File: config.mk
export PLATFORM = sky130hd
export DESIGN_NAME = mfi_ctrl
export DESIGN_NICKNAME = d
export VERILOG_FILES = /design/src/mfi_pkg.sv /design/src/mfi_ctrl.sv
export SDC_FILE = /design/constraint.sdc
export NUM_CORES = 1
export LEC_CHECK = 0
export BUFFER_PORTS_ARGS = -buffer_cell sky130_fd_sc_hd__buf_2
export CORE_AREA = 2 2 39 41
export DETAILED_ROUTE_END_ITERATION = 8
export DIE_AREA = 0 0 41 43
export GPL_TIMING_DRIVEN = 0
export SLEW_MARGIN = 20
export SYNTH_ARGS = -nofsm -noshare
export SYNTH_HDL_FRONTEND = slang
export SYNTH_SLANG_ARGS = --single-unit
File: constraint.sdc
create_clock -name clock -period 1 [get_ports clock]
set_input_delay 0.05 -clock clock [delete_from_list [all_inputs] [get_ports clock]]
set_output_delay 0.05 -clock clock [all_outputs]
set_load 0.02 [all_outputs]
File: src/mfi_pkg.sv
`default_nettype none
package mfi_pkg;

   localparam int WINDOW_DEFAULT = 14;

   localparam int PRICE_W     = 24;
   localparam int VOL_W       = 32;
   localparam int TYP_W       = 26;
   localparam int MAG_W       = 58;
   localparam int DPROD_W     = 56;
   localparam int WEIGHT_W    = 17;
   localparam int CSR_INDEX_W = 2;
   localparam int MFI_W       = 23;
   localparam int FR_W        = 64;
   localparam int FR_Q_W      = 63;
   localparam int VR_W        = 20;
   localparam int SFI_W       = 21;
   localparam int NORM_W      = 17;
   localparam int REQ_DATA_W  = 128;
   localparam int RSP_DATA_W  = 200;

   // Reciprocal of 100 scaled by 2^32, rounded up; exact for 23-bit dividends.
   localparam int          RECIP_W    = 26;
   localparam int          NORM_SHIFT = 32;
   localparam logic [RECIP_W-1:0] RECIP_100 = 26'd42949673;

   localparam logic [WEIGHT_W-1:0] WEIGHT_MFI_RESET    = 17'd32768;
   localparam logic [WEIGHT_W-1:0] WEIGHT_ENERGY_RESET = 17'd19661;
   localparam logic [WEIGHT_W-1:0] WEIGHT_VR_RESET     = 17'd13107;

   localparam logic [VR_W-1:0]  VR_MAX  = 20'hFFFFF;
   localparam logic [SFI_W-1:0] SFI_MAX = 21'h1FFFFF;

   typedef enum logic [CSR_INDEX_W-1:0] {
      CSR_WEIGHT_MFI          = 2'd0,
      CSR_WEIGHT_ENERGY       = 2'd1,
      CSR_WEIGHT_VOLUME_RATIO = 2'd2
   } csr_index_type;

   typedef enum logic [3:0] {
      ST_IDLE,
      ST_MUL,
      ST_UPD,
      ST_PREP,
      ST_START,
      ST_DIV,
      ST_NORM,
      ST_WGT,
      ST_OUT
   } state_type;

   typedef struct packed {
      logic capture;
      logic mul;
      logic upd;
      logic prep;
      logic start;
      logic norm;
      logic wgt;
      logic load_out;
   } dp_cmd_type;

   typedef struct packed {
      logic div_busy;
   } dp_status_type;

endpackage
`default_nettype wire

File: src/mfi_ctrl.sv
`default_nettype none
module mfi_ctrl (
   input  wire logic                   clock,
   input  wire logic                   reset,
   input  wire logic                   req_tvalid,
   output logic                        req_tready,
   output logic                        rsp_tvalid,
   input  wire logic                   rsp_tready,
   input  wire mfi_pkg::dp_status_type status,
   output mfi_pkg::dp_cmd_type         cmd
);
   mfi_pkg::state_type state_ff, state_in;
   logic               out_valid_ff, out_valid_in;

   always_ff @(posedge clock) begin
      if (reset) begin
         state_ff     <= mfi_pkg::ST_IDLE;
         out_valid_ff <= 1'b0;
      end else begin
         state_ff     <= state_in;
         out_valid_ff <= out_valid_in;
      end
   end

   always_comb begin
      state_in = state_ff;
      cmd      = '0;
      unique case (state_ff)
         mfi_pkg::ST_IDLE: begin
            if (req_tvalid) begin
               cmd.capture = 1'b1;
               state_in    = mfi_pkg::ST_MUL;
            end
         end
         mfi_pkg::ST_MUL: begin
            cmd.mul  = 1'b1;
            state_in = mfi_pkg::ST_UPD;
         end
         mfi_pkg::ST_UPD: begin
            cmd.upd  = 1'b1;
            state_in = mfi_pkg::ST_PREP;
         end
         mfi_pkg::ST_PREP: begin
            cmd.prep = 1'b1;
            state_in = mfi_pkg::ST_START;
         end
         mfi_pkg::ST_START: begin
            cmd.start = 1'b1;
            state_in  = mfi_pkg::ST_DIV;
         end
         mfi_pkg::ST_DIV: begin
            if (!status.div_busy) begin
               state_in = mfi_pkg::ST_NORM;
            end
         end
         mfi_pkg::ST_NORM: begin
            cmd.norm = 1'b1;
            state_in = mfi_pkg::ST_WGT;
         end
         mfi_pkg::ST_WGT: begin
            cmd.wgt  = 1'b1;
            state_in = mfi_pkg::ST_OUT;
         end
         mfi_pkg::ST_OUT: begin
            if (!out_valid_ff || rsp_tready) begin
               cmd.load_out = 1'b1;
               state_in     = mfi_pkg::ST_IDLE;
            end
         end
         default: state_in = mfi_pkg::ST_IDLE;
      endcase
   end

   always_comb begin
      if (cmd.load_out) begin
         out_valid_in = 1'b1;
      end else if (rsp_tready) begin
         out_valid_in = 1'b0;
      end else begin
         out_valid_in = out_valid_ff;
      end
   end

   assign req_tready = state_ff == mfi_pkg::ST_IDLE;
   assign rsp_tvalid = out_valid_ff;

`ifndef NO_ASSERTIONS
   a_load_shows: assert property (@(posedge clock) disable iff (reset)
      cmd.load_out |=> rsp_tvalid)
      else $error("loaded result not presented");
   a_no_overwrite: assert property (@(posedge clock) disable iff (reset)
      cmd.load_out |-> (!out_valid_ff || rsp_tready))
      else $error("result overwritten before taken");
   a_start_idle_div: assert property (@(posedge clock) disable iff (reset)
      cmd.start |-> !status.div_busy)
      else $error("divider started while busy");
   a_div_runs: assert property (@(posedge clock) disable iff (reset)
      cmd.start |=> status.div_busy)
      else $error("divider did not start");
`endif

endmodule
`default_nettype wire

; ---- Word-level counts from Yosys, hierarchy flattened
; Index checks and enable logic that the tools add are counted.
[classes]
reduce_logical = 5
n_eq_ne = 11
muxes = 16
[ops]
columns = operator, n
row1 = $pmux 4 s9, 1
row2 = $eq 4x3->1 const B, 4
row3 = $mux 1, 12
row4 = $mux 4, 3
row5 = $eq 4x2->1 const B, 2
row6 = $ne 2x2->1 const B, 3
row7 = $eq 4x1->1 const B, 1
row8 = $eq 4x4->1 const B, 1
row9 = $logic_not 4->1, 1
row10 = $reduce_and 3->1, 1
row11 = $reduce_bool 2->1, 1
row12 = $logic_not 1->1, 1
row13 = $logic_or 1x1->1, 1
[word_totals]
regBits = 5
output_inout_bits = 10
in_bits = 5
word_cells = 34

; ---- Depth between registers and ports, before layout
[logic_depth]
depth_word = 5
ltp_mapped = 4
ltp_nobuf = 3

; ---- Worst setup path after synthesis
; Ideal clock, no wire load.
[synth_path]
path_type = flip-flop to output port
startpoint = register state_ff[3]
endpoint = output port cmd[7] (netlist bit)
arrival_ns = 1.513
required_time_ns = 0.950
setup_slack_ns = -0.563
stages_incl_launch_ff = 4
path_buffers = 1
cell_sequence = dfxtp_1 -> buf_6 -> nor4_1 -> and2_1
[synth_lines]
columns = element, line_no
row1 = "start, declared", mfi_ctrl.sv:12  ; mfi_pkg::state_type state_ff, state_in;
row2 = "start signal, assigned", mfi_ctrl.sv:17  ; state_ff <= mfi_pkg::ST_IDLE;
row3 = "start signal, assigned", mfi_ctrl.sv:20  ; state_ff <= state_in;
row4 = "end, declared", mfi_ctrl.sv:10  ; output mfi_pkg::dp_cmd_type cmd

==> metrics.txt <==
Min Hold Slack 0.0473 ns; data required time of the worst path 0.95 ns; Syn Inst Count 35; DR WL/cell 12.3 um; skew final 0.00247 ns; PD cells 1170 nW/um2; worst-path maximum fanout 7; reg-to-reg startpoint state_ff[2]$_SDFFE_PP0P_; Yosys reg bits 5; Min-Delay Path Class in -> reg; # DRC 0; initial antenna violation count 0; Pwr Total 0.683 mW; Sw Share 32.1%; IO Count 15; vias in the first global route 350; Vias 345; Max-Cap Viols 0; # clock sinks 5; global route overflow 0; critical path's slowest cell dfxtp_4; min Tclk post-route 1.22 ns; Skew-Pair Late Insertion Delay 0.25 ns; Num CTS Buffers 3; Post-Syn Nets 40; 1st-iter DRT viols 11; largest net degree at the start of global routing 9; Final Slew Violations 0; HPWL Detailed 537 um; I/O Buffers 14; hold path start reset; TNS Setup -1.68 ns; Setup violations, final 10; Synth Area per Inst 8.40 um2; Crit Path Category reg -> out; top area cells in the synthesized netlist dfxtp_1 34%, nor3_1 6.8%, nand2b_4 4.7%; Syn-to-layout area delta 97.9%; vias per std cell 4.42; cell family with most CP delay simple AND/OR/NAND/NOR gates; Worst setup startpoint state_ff[1]$_SDFFE_PP0P_; CTS Buffer Depth 2; worst path cell trace nor4_4 -> and2_1 -> buf_6; WL final 957 um; status finished, violations left; die area 1760 um2; hold buffer count at cts 0; final period utilization 122%; Yosys top cell area share 34.0%; Fmax achieved 819 MHz; Core Region 1380 um2; # diodes 0; sequential share of power 35.5%; met1 usage 14.6%; area leader, netlist dfxtp_1; Hold Fails Final Rpt 0; WP buf/inv 1; pre-CTS WS -0.0772 ns; Placement Cell Area 413 um2; Top Usage Layer GRT met2; met3 Track Usage GR 1.57%; Pleak 0.265 nW; gr usage total 12.6%; r2r setup slk -0.12 ns; share of cells above drive strength 1 72.6%; met2 usage 19.4%; Die H 43 um; Crit. End Element output pin; First-pass DRT Iterations 4; Max-slew headroom 85.1%; Final nets 68; placed cells 65; clk slew on worst S/H paths 0.05 ns; CTS tree done; Net Sw Power 0.220 mW; Final Non-Filler Cells 78; first-pass GRT wire length 1.48 mm; Root Buffer clkbuf_4; sequential-to-total area share from yosys stat 34.0%; Cell Area, Synth 294 um2; PnR worst setup slack -0.220 ns; crit path DAT 1.17 ns; # rows 14; Worst Tran Pin Value 0.223 ns; most common cell after layout, fill and taps aside buf_4; Clk network pwr share 36.1%; worst vdd ir 0.339 mV; Synth warnings 0; Synth cell types 23; Internal Power 0.463 mW; post-route cell area 582 um2; GPL Wtd Cong 0.683; Starting Density 21.2%; RSZ-0062 raised after global routing true; post-route ant nets 0; Comb power frac 28.4%; failing checks negative setup slack; Crit path largest cell delay 0.38 ns; most frequent cells in the layout 13 x buf_4, 7 x buf_2, 5 x buf_6; Core Util, Final 42.0%; total number of H-tree levels 1; Die W 41 um; type of origin of the critical path register
[routing by layer]
layer  share of wire [%]  up-vias
met5                   0        -
met4                   0        0
met3                 2.1        0
met2                  55        7
met1                  43      161
li1                    -      177
[synth_stat cells]
cell type,n
nand2b_4,1
nor3b_1,1
nor2_1,3
or3_1,1
inv_1,1
dfxtp_1,5
a211oi_2,1
a21oi_1,1
o21ai_0,2
nor4_1,1
xnor2_1,1
nor3_1,4
o31ai_1,1
nand2_1,1
o311a_2,1
nand3_1,1
buf_6,1
buf_4,1
nor2b_1,2
a211oi_1,1
nand2b_1,2
inv_2,1
and2_1,1
[registers in the layout, summed over array words and instances, names as in the netlist]
| signal | count |
|---|---|
| state_ff | 4 |
| rsp_tvalid | 1 |
[logic make-up after synthesis]
kind of cell,Yosys count,share of synthesized area (%)
AO/OA/AOI/OAI,7,18.3
XOR/XNOR,1,2.98
buffers and inverters,4,8.93
flip-flops,5,34.0
AND/OR/NAND/NOR,18,35.7
[final timing paths]
kind / endpoint / cells past startpoint
worst max register to register: state_ff[3]$_SDFFE_PP0P_ / 4
worst min-delay path: state_ff[1]$_SDFFE_PP0P_ / 2
worst max-delay path: cmd[7] / 3
worst min register to register: state_ff[3]$_SDFFE_PP0P_ / 2
[power groups by stage]
| stage | Sequential, mW | Combinational [mW] | Clock, mW |
|---|---|---|---|
| detailed placement | 0.246 | 0.135 | 0 |
| global placement | 0.245 | 0.133 | 0 |
| floorplan | 0.240 | 0.0951 | 0 |
| global route | 0.245 | 0.208 | 0.263 |
| CTS | 0.237 | 0.172 | 0.251 |
| finish | 0.242 | 0.194 | 0.247 |
[cell type report]
type | count | area (um2)
Fill cell | 140 | 802
Multi-Input combinational cell | 26 | 228
Sequential cell | 5 | 111
Clock buffer | 4 | 26.3
Tap cell | 16 | 20.0
Timing Repair Buffer | 23 | 170
Buffer | 2 | 18.8
Inverter | 2 | 7.51
[what timing repair did]
action | in CTS | in global routing
gates resized for setup | 17 | 7
setup buffers | 7 | 2
endpoints found under the setup margin | 10 | 14
pin swaps | 4 | 3
No activity file was read; power rests on OpenSTA's default activity.
